File: src/hw/rtl/hht_pkg.sv
// ----------------------------------------------------------------------------
// hht_pkg
// Shared constants, result codes and the command/status bundles that join
// the hopscotch table controller and datapath.
// ----------------------------------------------------------------------------
`timescale 1ns / 1ps
`default_nettype none

package hht_pkg;

  localparam int TableSizeDef  = 512;
  localparam int HopSpanDef    = 32;
  localparam int ProbeSpanDef  = 256;
  localparam int StoreDepthDef = 768;

  localparam int KeyW   = 31;
  localparam int ValueW = 32;

  // Result codes.
  typedef enum logic [1:0] {
    ST_INSERTED = 2'd0,
    ST_PRESENT  = 2'd1,
    ST_NO_ROOM  = 2'd2,
    ST_LOOKUP   = 2'd3
  } status_t;

  // Operation codes.
  localparam logic OP_INSERT = 1'b0;
  localparam logic OP_LOOKUP = 1'b1;

  // Commands from the controller to the datapath.
  typedef struct packed {
    logic    load;
    logic    div_step;
    logic    clr_step;
    logic    idx_clr;
    logic    idx_inc;
    logic    key_rd;
    logic    take_free;
    logic    map_rd_home;
    logic    place_wr;
    logic    d_init;
    logic    d_dec;
    logic    map_rd_m;
    logic    pull_move;
    logic    pull_copy;
    logic    pull_clr;
    logic    res_set;
    status_t res_status;
    logic    res_found;
  } hht_cmd_t;

  // Status flags from the datapath to the controller.
  typedef struct packed {
    logic clr_done;
    logic div_done;
    logic key_zero;
    logic op_lookup;
    logic scan_end;
    logic probe_end;
    logic key_hit;
    logic key_empty;
    logic near;
    logic d_zero;
    logic free_lt_d;
    logic cand_any;
    logic out_free;
  } hht_stat_t;

endpackage

`default_nettype wire

File: src/hw/rtl/hht_ctrl.sv
// ----------------------------------------------------------------------------
// hht_ctrl
// Controller: sequences the clearing pass, home division, neighbourhood
// scan, linear probe and the relocation steps of an insert.
// ----------------------------------------------------------------------------
`timescale 1ns / 1ps
`default_nettype none

module hht_ctrl
  import hht_pkg::*;
(
  input  wire logic      clk,
  input  wire logic      rst,
  input  wire logic      in_valid,
  output logic           in_stall,
  input  wire hht_stat_t stat,
  output hht_cmd_t       cmd
);

  typedef enum logic [3:0] {
    S_CLEAR, S_IDLE, S_DIV, S_SCAN_RD, S_SCAN_CMP, S_PROBE_RD, S_PROBE_CMP,
    S_PLACE_CHK, S_PLACE_WR, S_PULL_RD, S_PULL_CHK, S_PULL_MV, S_PULL_CLR, S_FIN
  } state_t;

  state_t  state, state_next;
  status_t rs, rs_next;
  logic    rf, rf_next;

  assign in_stall = (state != S_IDLE);

  // Next state and commands.
  always_comb begin
    state_next     = state;
    rs_next        = rs;
    rf_next        = rf;
    cmd            = '0;
    cmd.res_status = rs;
    cmd.res_found  = rf;
    case (state)
      S_CLEAR: begin
        cmd.clr_step = 1'b1;
        if (stat.clr_done) state_next = S_IDLE;
      end
      S_IDLE: begin
        if (in_valid) begin
          cmd.load   = 1'b1;
          state_next = S_DIV;
        end
      end
      S_DIV: begin
        cmd.div_step = 1'b1;
        cmd.idx_clr  = 1'b1;
        if (stat.div_done) begin
          if (stat.key_zero) begin
            rs_next    = stat.op_lookup ? ST_LOOKUP : ST_NO_ROOM;
            rf_next    = 1'b0;
            state_next = S_FIN;
          end else begin
            state_next = S_SCAN_RD;
          end
        end
      end
      S_SCAN_RD: begin
        if (stat.scan_end) begin
          if (stat.op_lookup) begin
            rs_next    = ST_LOOKUP;
            rf_next    = 1'b0;
            state_next = S_FIN;
          end else begin
            cmd.idx_clr = 1'b1;
            state_next  = S_PROBE_RD;
          end
        end else begin
          cmd.key_rd = 1'b1;
          state_next = S_SCAN_CMP;
        end
      end
      S_SCAN_CMP: begin
        if (stat.key_hit) begin
          rs_next    = stat.op_lookup ? ST_LOOKUP : ST_PRESENT;
          rf_next    = 1'b1;
          state_next = S_FIN;
        end else begin
          cmd.idx_inc = 1'b1;
          state_next  = S_SCAN_RD;
        end
      end
      S_PROBE_RD: begin
        if (stat.probe_end) begin
          rs_next    = ST_NO_ROOM;
          rf_next    = 1'b0;
          state_next = S_FIN;
        end else begin
          cmd.key_rd = 1'b1;
          state_next = S_PROBE_CMP;
        end
      end
      S_PROBE_CMP: begin
        if (stat.key_empty) begin
          cmd.take_free = 1'b1;
          state_next    = S_PLACE_CHK;
        end else begin
          cmd.idx_inc = 1'b1;
          state_next  = S_PROBE_RD;
        end
      end
      S_PLACE_CHK: begin
        if (stat.near) begin
          cmd.map_rd_home = 1'b1;
          state_next      = S_PLACE_WR;
        end else begin
          cmd.d_init = 1'b1;
          state_next = S_PULL_RD;
        end
      end
      S_PLACE_WR: begin
        cmd.place_wr = 1'b1;
        rs_next      = ST_INSERTED;
        rf_next      = 1'b0;
        state_next   = S_FIN;
      end
      S_PULL_RD: begin
        if (stat.d_zero) begin
          // No entry can move: the free slot is already empty.
          rs_next    = ST_NO_ROOM;
          rf_next    = 1'b0;
          state_next = S_FIN;
        end else if (stat.free_lt_d) begin
          cmd.d_dec = 1'b1;
        end else begin
          cmd.map_rd_m = 1'b1;
          state_next   = S_PULL_CHK;
        end
      end
      S_PULL_CHK: begin
        if (stat.cand_any) begin
          cmd.pull_move = 1'b1;
          state_next    = S_PULL_MV;
        end else begin
          cmd.d_dec  = 1'b1;
          state_next = S_PULL_RD;
        end
      end
      S_PULL_MV: begin
        cmd.pull_copy = 1'b1;
        state_next    = S_PULL_CLR;
      end
      S_PULL_CLR: begin
        cmd.pull_clr = 1'b1;
        state_next   = S_PLACE_CHK;
      end
      S_FIN: begin
        if (stat.out_free) begin
          cmd.res_set = 1'b1;
          state_next  = S_IDLE;
        end
      end
      default: state_next = S_IDLE;
    endcase
  end

  // State and registered result code.
  always_ff @(posedge clk) begin
    if (rst) begin
      state <= S_CLEAR;
      rs    <= ST_INSERTED;
      rf    <= 1'b0;
    end else begin
      state <= state_next;
      rs    <= rs_next;
      rf    <= rf_next;
    end
  end

endmodule

`default_nettype wire

File: config.mk
export PLATFORM = sky130hd
export DESIGN_NAME = hht_ctrl
export DESIGN_NICKNAME = d
export VERILOG_FILES = /design/src/hw/rtl/hht_pkg.sv /design/src/hw/rtl/hht_ctrl.sv
export SDC_FILE = /design/constraint.sdc
export NUM_CORES = 1
export LEC_CHECK = 0
export BUFFER_PORTS_ARGS = -buffer_cell sky130_fd_sc_hd__buf_2
export CORE_MARGIN = 1.5
export CORE_UTILIZATION = 52
export DETAILED_ROUTE_END_ITERATION = 10
export PLACE_DENSITY = 0.89
export SLEW_MARGIN = 20
export SYNTH_ARGS = -nofsm -noshare
export SYNTH_HDL_FRONTEND = slang
export SYNTH_SLANG_ARGS = --single-unit
export TNS_END_PERCENT = 5
File: constraint.sdc
create_clock -name clk -period 4.7 [get_ports clk]
set_clock_uncertainty 0.1 [all_clocks]
set_input_delay 0 -clock clk [delete_from_list [all_inputs] [get_ports clk]]
set_output_delay 0 -clock clk [all_outputs]
set_load 0.01 [all_outputs]
==> results of run 1 <==
==> cell usage in the layout, fill, tap and decap left out, types with 3 or more instances in the layout <==
master / instances
o21ai_0: 9
nand2b_1: 5
nand2_1: 11
nor3_1: 6
and3_1: 4
buf_2: 35
or3_1: 4
nor2_1: 10
a22oi_1: 3
dfxtp_1: 7
inv_1: 4
a21oi_1: 10
clkbuf_4: 3
a211oi_1: 5
nor2b_1: 6
==> tightest hold or removal path, stage by stage <==
cell,delay (ps)
buf_2,100
nor4_1,50
o2111a_1,230
==> worst max-delay path by stage <==
stage,startpoint,to,slack (ps),depth (start not counted)
final,state[2]$_SDFFE_PP0P_,state[1]$_SDFFE_PP0P_,2430,5
after global routing,state[1]$_SDFFE_PP0P_,rs[1]$_SDFFE_PP0P_,2310,5
after CTS,state[1]$_SDFFE_PP0P_,rs[1]$_SDFFE_PP0P_,2460,5
after detailed placement,state[2]$_SDFFE_PP0P_,state[1]$_SDFFE_PP0P_,2480,5
after global placement,state[1]$_SDFFE_PP0P_,rs[1]$_SDFFE_PP0P_,2550,5
after floorplan,state[2]$_SDFFE_PP0P_,state[2]$_SDFFE_PP0P_,3010,5
==> area by class of cell <==
type	instances	area, um2
sequential	7	140
tap	16	20.0
inverter	5	18.8
clock buffer	4	26.3
multi-input combinational	108	681
fill	140	495
timing repair buffer	37	195
==> power breakdown <==
group / switching (W) / internal (W)
logic: 0.0000816 / 0.0000739
clock network: 0.0000236 / 0.0000325
registers: 0.0000350 / 0.0000679
==> through the flow <==
stage               util [%]  instances
finish                  68.6        177
CTS                     68.6        177
global placement        65.6        171
global route            68.6        177
detailed placement      65.6        171
floorplan                  -        132
==> registers in the layout (all words and copies together) (netlist names) <==
register  count
rf            1
rs            2
state         4
==> synth_stat cells, drive strengths merged (4+ instances only) <==
master,count
and3,4
inv,5
nand2b,5
a211oi,5
nor3,6
dfxtp,7
nand2,11
nor2b,6
o21ai,11
a21oi,10
nor4,4
nor2,10
or3,4
buf,11
==> repair_timing <==
action,in CTS,in global routing
resized for setup,0,0
hold buffers,2,0
hold endpoints to repair,6,0
setup endpoints to repair,0,0
==> cell families after synthesis <==
kind of cell / count (synthesis)
AND/OR/NAND/NOR: 61
AO/OA/AOI/OAI: 45
flip-flops: 7
buffers and inverters: 17
multiplexers: 2
==> routing by layer <==
layer / part of all wire, % / wire (um) / up-vias / GRT usage, %
met1: 41 / 1040 / 506 / 32.8
met3: 7.6 / 193 / 2 / 3.60
met4: 0.43 / 11 / 0 / 9.41
met2: 51 / 1300 / 51 / 45.4
met5: 0 / 0 / - / 0
li1: - / - / 545 / -
==> flow_summary.toml, run 1 <==
[synth]
synth_nets = 148
synth.distinct_cells = 47
synth_top_area_cell = "dfxtp_1"
synth_area_per_cell_um2 = 6.93
yosysSeqAreaShare_pct = 15.3
synth_edf_count = 0
synth.top_cell.area_share_pct = 15.3
synth-main-ff-cell = "dfxtp_1"
yosysWarningCount = 0
synth_simple_gate_area_share_pct = 38.4
synth-xor-area-share_pct = 0
synth_top_family_by_area = "simple AND/OR/NAND/NOR gates"
yosys-top-cells-area = "dfxtp_1 (15%), a21oi_1 (5.5%), o21ai_0 (4.9%), nand2_1 (4.5%), a211oi_1 (4.1%)"
ys_ff_latch = 7
synth.area.mux_share_pct = 2.46
netlist_area_um2 = 915
synth_adder_area_share_pct = 0
postSynth.asyncResetShare_pct = 0
synth_compound_area_share_pct = 33.5
syn_inst = 132

[run]
maxCapViolCount = 0

[outcome]
status = "finished, final reports clean"

[grt]
gr-usage-all-layers_pct = 26.2
grt_max_degree = 31
grt_pass1_wl_um = 3960
grt_overflow = 0
antenna_found_initial = 0
first_global_vias = 916

[cells_and_area]
design_area_um2 = 1080
antenna_cells = 0
final_nets = 178
areaGrowthSynthToFinish_pct = 18.2
drive_gt1_share_pct = 29.2

[placement]
numPortBuffers = 35
place_area_um2 = 1030
place.gp.congestion = 0.921
preCtsSetupSlack_ps = 2480
dpl.hpwl_um = 1880

[pwr]
power.total_w = 0.000315
power_density_nw_per_um2 = 291
peakVddDrop_mv = 0.146
leakagePower_nw = 0.484

[setup_path]
r2r_cells = 5
crit_path_max_fanout = 30
critPathTopFamily = "flip-flops"
critPathBufInv = 0
crit_required_ps = 4790
critical_path_class = "reg -> reg"
worstSetupStartpointType = "register"
r2r-start = "state[2]$_SDFFE_PP0P_"
r2r_end = "state[1]$_SDFFE_PP0P_"
r2r_setup_slack_ps = 2430
cp_slowest_cell = "dfxtp_1"
cp_cell_sequence = "nor2b_1 -> and3_1 -> nor4_2 -> o21ai_0 -> a21oi_1"
cp_slowest_stage_delay_ps = 950
arrival_ps = 2350
cp-end-kind = "register"

[clock_network]
clockBufferDepth = 2
clkLatencyLatePin_ps = 250
cts_root_buf = "clkbuf_4"
cts_num_sinks = 7
path_clk_slew_ps = 60
cts_tree = "yes"
cts-buffers-inserted = 3
cts_max_level = 1
cts_setup_buffers = 0

[floorplanning]
core_area_um2 = 1580
fp.dieH_um = 44.9
ios = 36
initial_core_util_pct = 58.0
rows = 14
dieArea_um2 = 2020
die_w_um = 44.9

[drt]
dr.pass1.iters = 4
routed_via_density = 6.24
ant_nets = 0
drcViolationCount = 0
vias = 1104
drt_iter0_markers = 48
wl_um = 2550
wire_per_inst_um = 14.4

[sta]
hold_violations = 0
rsz0062_at_grt = "no"
drv_slew = 0
period_needed_ps = 2270
max-slew-margin-rel_pct = 35.6
setup_slack_ps = 2430
fin_tns_setup_ps = 0
fmax_mhz = 441
tightest_slew_ps = 965
hold_slack_ps = 82.6
setup_violations = 0
fin_crit_sh_pct = 48.2

[worst_hold_path]
hp-start = "stat[0]"
worstHoldEndpoint = "state[2]$_SDFFE_PP0P_"
holdPathStages = 3
hold_class = "in -> reg"
(Power assumes the default switching activity.)
==> run 2: changes to the inputs <==
--- a/config.mk
+++ b/config.mk
@@ -7,9 +7,9 @@
 export LEC_CHECK = 0
 export BUFFER_PORTS_ARGS = -buffer_cell sky130_fd_sc_hd__buf_2
 export CORE_MARGIN = 1.5
-export CORE_UTILIZATION = 52
+export CORE_UTILIZATION = 43
 export DETAILED_ROUTE_END_ITERATION = 10
-export PLACE_DENSITY = 0.89
+export PLACE_DENSITY = 0.79
 export SLEW_MARGIN = 20
 export SYNTH_ARGS = -nofsm -noshare
 export SYNTH_HDL_FRONTEND = slang
==> constraint.sdc (replaced) <==
create_clock -name clk -period 1.9 [get_ports clk]
set_clock_uncertainty 0.1 [all_clocks]
set_input_delay 0 -clock clk [delete_from_list [all_inputs] [get_ports clk]]
set_output_delay 0 -clock clk [all_outputs]
set_load 0.01 [all_outputs]
==> flow_summary.toml, run 2 (same netlist as run 1, synthesis figures left out) <==
[placement]
dpl.hpwl_um = 2240
place.gp.congestion = 0.942
place_area_um2 = 1140
numPortBuffers = 35

[sta]
setup_violations = 0
drv_slew = 0
hold_slack_ps = 79.2
fin_crit_sh_pct = 95.8
tightest_slew_ps = 435
hold_violations = 0
fmax_mhz = 549
period_needed_ps = 1820
max-slew-margin-rel_pct = 70.8
fin_tns_setup_ps = 0
rsz0062_at_grt = "no"

[grt]
gr-usage-all-layers_pct = 25.6
first_global_vias = 1114
grt_pass1_wl_um = 4840
grt_max_degree = 17
grt_overflow = 0
antenna_found_initial = 0

[worst_hold_path]
worstHoldEndpoint = "state[2]$_SDFFE_PP0P_"
holdPathStages = 3
hold_class = "in -> reg"
hp-start = "stat[0]"

[cells_and_area]
final_common_cell = "buf_2"
top_register = "state"
design_area_um2 = 1190
regArea_um2 = 144
antenna_cells = 0
areaGrowthSynthToFinish_pct = 30.0
fill_cells = 182
drive_gt1_share_pct = 35.8
reg.largest.list = "state x4, rs x2, rf x1"
mostFrequentLayoutCells = "buf_2 (35), buf_4 (12), nand2_1 (11)"
multi_input_area_um2 = 681
final_nets = 190
largest_reg_flops = 4

[clock_network]
cts_tree = "yes"
cts_setup_buffers = 0
clockBufferDepth = 2
cts_root_buf = "clkbuf_4"
clkLatencyLatePin_ps = 260
cts-buffers-inserted = 3
cts_max_level = 1
cts_num_sinks = 7
path_clk_slew_ps = 50

[setup_path]
arrival_ps = 1720
r2r_end = "state[1]$_SDFFE_PP0P_"
worstSetupStartpointType = "register"
cp-end-kind = "output port"
crit_path_max_fanout = 11
r2r_setup_slack_ps = 110
critical_path_class = "reg -> out"
crit_required_ps = 1800
r2r-start = "state[0]$_SDFFE_PP0P_"
r2r_cells = 6

[pwr]
power.total_w = 0.000841
leakagePower_nw = 0.548
peakVddDrop_mv = 0.492
power_density_nw_per_um2 = 708

[floorplanning]
dieArea_um2 = 2410
rows = 16
fp.dieH_um = 49.1
initial_core_util_pct = 46.1
die_w_um = 49.1
ios = 36
core_area_um2 = 1980

[drt]
drt_iter0_markers = 47
wire_per_inst_um = 14.6
ant_nets = 0
vias = 1188
drcViolationCount = 1
routed_via_density = 5.94
wl_um = 2920
dr.pass1.iters = 9

[outcome]
violations = "design-rule violations"
status = "finished, violations left"

[run]
maxCapViolCount = 0
## run 2: changes by cell type in the layout (fill, tap and decap cells not counted), sizes merged
cell / delta
buf: +12
## run 2: how the worst max path moves through the flow
stage / from / end / slack, ps / cells after the start
global placement: state[3]$_SDFFE_PP0P_ / rs[1]$_SDFFE_PP0P_ / 140 / 5
finish: state[0]$_SDFFE_PP0P_ / cmd[8] / 80 / 5
CTS: state[3]$_SDFFE_PP0P_ / rs[0]$_SDFFE_PP0P_ / 50 / 5
detailed placement: state[1]$_SDFFE_PP0P_ / state[1]$_SDFFE_PP0P_ / 70 / 6
global route: state[0]$_SDFFE_PP0P_ / cmd[8] / 5 / 5
floorplan: state[2]$_SDFFE_PP0P_ / state[2]$_SDFFE_PP0P_ / 210 / 5
## run 2: cell type report
type                    count  area share (%)
repair buffers             49            24.0
flip-flops and latches      7            12.1
clock buffers               4            2.21
multi-input cells         108            57.3
inverters                   5            1.58
well taps                  27            2.84
## run 2: stage by stage
step                setup slack [ps]  cells  util (%)
detailed placement              65.9    194      57.4
global route                    5.30    200      60.0
finish                          80.0    200      60.0
floorplan                        206    132         -
CTS                             48.8    200      59.8
global placement                 144    194      57.4
## run 2: routing by layer
layer,track usage [%],up-vias,part of all wire (%)
met4,8.10,0,3.4
met2,44.1,84,47
met5,0,-,0
li1,-,566,-
met3,7.36,13,9.9
met1,30.2,525,40
## run 2: worst max-delay path, cell delays in order (launching register included)
cell and delay, ps:
dfxtp_2 430, buf_4 200, or2b_1 290, o32a_1 320, nor2_1 90, buf_2 130
## run 2: report_power, final
part	internal, W	switching (W)	total (W)	leakage (nW)
sequential	0.000171	0.0000351	0.000206	0.0581
clock	0.0000803	0.0000577	0.000138	0.0150
combinational	0.000226	0.000271	0.000497	0.475
## run 2: timing repair
item	CTS	global route
setup endpoints to repair	1	4
endpoints found under the hold margin	6	0
gates cloned	0	0
resized for setup	1	2
hold buffers	2	0
==> run 3: changes to the inputs <==
--- a/config.mk
+++ b/config.mk
@@ -5,9 +5,10 @@
 export SDC_FILE = /design/constraint.sdc
 export NUM_CORES = 1
 export LEC_CHECK = 0
+export ABC_AREA = 1
 export BUFFER_PORTS_ARGS = -buffer_cell sky130_fd_sc_hd__buf_2
 export CORE_MARGIN = 1.5
-export CORE_UTILIZATION = 43
+export CORE_UTILIZATION = 42
 export DETAILED_ROUTE_END_ITERATION = 10
 export PLACE_DENSITY = 0.79
 export SLEW_MARGIN = 20
==> flow_summary.toml, run 3 <==
[synth]
yosysWarningCount = 0
synth.top_cell.area_share_pct = 21.3
netlist_area_um2 = 828
ys_ff_latch = 7
syn_inst = 157
synthTopCellsByCount = "nand2_1 (47), nor2_1 (26), inv_1 (25)"
synth_nets = 173
yosysSeqAreaShare_pct = 16.9
yosys-top-cells-area = "nand2_1 (21%), dfxtp_1 (17%), nor2_1 (12%), inv_1 (11%), nor2_2 (6.8%)"
synth.most_common_cell = "nand2_1"
synth_top_area_cell = "nand2_1"
synth_area_per_cell_um2 = 5.28
synth-main-ff-cell = "dfxtp_1"
synth_edf_count = 0
postSynth.asyncResetShare_pct = 0
synth.distinct_cells = 18

[sta]
fmax_mhz = 614
period_needed_ps = 1630
setup_violations = 0
max-slew-margin-rel_pct = 76.1
hold_violations = 0
setup_slack_ps = 272
fin_crit_sh_pct = 85.7
drv_slew = 0
tightest_slew_ps = 359
rsz0062_at_grt = "no"
fin_tns_setup_ps = 0

[pwr]
clockPowerShare_pct = 11.6
p_int_w = 0.000545
power.total_w = 0.00123
p_sw_share_pct = 55.8
combPwrFrac_pct = 68.1
power_density_nw_per_um2 = 1130
seqPwrFrac_pct = 20.3
peakVddDrop_mv = 0.807
leakagePower_nw = 0.680
switchingPower_w = 0.000689

[floorplanning]
initial_core_util_pct = 46.5
dieArea_um2 = 2250
fp.dieH_um = 47.4
core_area_um2 = 1780
die_w_um = 47.4
rows = 15
ios = 36

[cells_and_area]
final_core_util_pct = 61.3
mostFrequentLayoutCells = "nand2_1 (47), buf_2 (35), nor2_1 (26)"
final_nets = 216
largest_reg_flops = 4
antenna_cells = 0
reg.largest.list = "state x4, rs x2, rf x1"
areaGrowthSynthToFinish_pct = 32.0
final_common_cell = "nand2_1"
layoutNonFillerInstCount = 224
top_register = "state"
drive_gt1_share_pct = 31.7

[clock_network]
cts_resized = 0
clockBufferDepth = 2
cts_tree = "yes"
cts_max_level = 1
path_clk_slew_ps = 60
cts_num_sinks = 7
cts_root_buf = "clkbuf_4"
clkLatencyLatePin_ps = 260
cts_setup_buffers = 0
cts-buffers-inserted = 3

[drt]
vias = 1121
drt_iter0_markers = 33
wl_um = 2690
dr.pass1.iters = 4
wire_per_inst_um = 12.0
ant_nets = 0
drcViolationCount = 0
routed_via_density = 5.00

[placement]
dpl.hpwl_um = 2220
post-place-cells = 216
preCtsSetupSlack_ps = 335
numPortBuffers = 35
place.gp.congestion = 0.947

[grt]
grt_overflow = 0
gr-usage-all-layers_pct = 26.6
antenna_found_initial = 0
first_global_vias = 971
grt_pass1_wl_um = 4130
grt_max_degree = 9

[setup_path]
cp-end-kind = "output port"
cp_slowest_cell = "dfxtp_1"
cp_slowest_stage_delay_ps = 380
cp_cell_sequence = "nor2_2 -> nand2_1 -> nor2_1 -> nand2_1 -> nand2_1 -> buf_2"
arrival_ps = 1530
critical_path_class = "reg -> out"
worstSetupStartpointType = "register"
crit_path_max_fanout = 8
r2r_cells = 7
cpMostUsedCell = "nand2_1"
crit_required_ps = 1800

[worst_hold_path]
hold_class = "in -> reg"
holdPathStages = 5

[run]
maxCapViolCount = 0

[outcome]
status = "finished, final reports clean"
run 3: layer usage:
metal	GRT usage [%]	vias up	share of wire [%]
met5	0	-	0
met4	12.8	0	3.3
met3	3.40	8	8.4
met2	43.0	59	46
met1	35.1	493	42
li1	-	561	-
run 3: area by class of cell:
type	count	area [um2]
Tap cell	25	31.3
Timing Repair Buffer	39	215
Fill cell	178	689
Clock buffer	4	26.3
Sequential cell	7	140
Multi-Input combinational cell	118	564
Inverter	31	116
run 3: repair_timing:
action | in CTS | in global routing
endpoints found under the setup margin | 0 | 0
hold buffers | 4 | 0
endpoints found under the hold margin | 7 | 0
run 3: cell families (layout without fill, tap and decap cells):
family	Yosys count	after routing	synth area share [%]
compound gates	9	9	5.74
buf+inv	32	74	15.0
flops	7	7	16.9
simple gates	109	109	62.4
run 3: power groups by stage:
stage                     registers, W  clock network, W  logic (W)
after CTS                     0.000249          0.000144   0.000827
after detailed placement      0.000253                 0   0.000818
after global placement        0.000247                 0   0.000809
final                         0.000250          0.000144   0.000840
after global routing          0.000255          0.000147   0.000942
after floorplan               0.000248                 0   0.000589
run 3: path summary, 6_finish.rpt:
path | from | endpoint | slack, ps
setup / recovery | state[3]$_SDFFE_PP0P_ | cmd[15] | 270
hold / removal | stat[2] | state[3]$_SDFFE_PP0P_ | 70
setup reg to reg | state[0]$_SDFFE_PP0P_ | rs[1]$_SDFFE_PP0P_ | 310
hold reg to reg | rs[1]$_SDFFE_PP0P_ | rs[1]$_SDFFE_PP0P_ | 410
run 3: worst max-delay path: cells and delay by family (launching register included):
family | cells | cell delay [ps]
AND/OR/NAND/NOR | 5 | 780
flip-flops | 1 | 380
buffers and inverters | 1 | 130
run 3: through the flow:
stage	area, um2	hold slack, ps
final	1090	66.4
after global routing	1090	96.4
after CTS	1090	61.8
after detailed placement	1030	108
after global placement	1030	102
after floorplan	828	-52.5
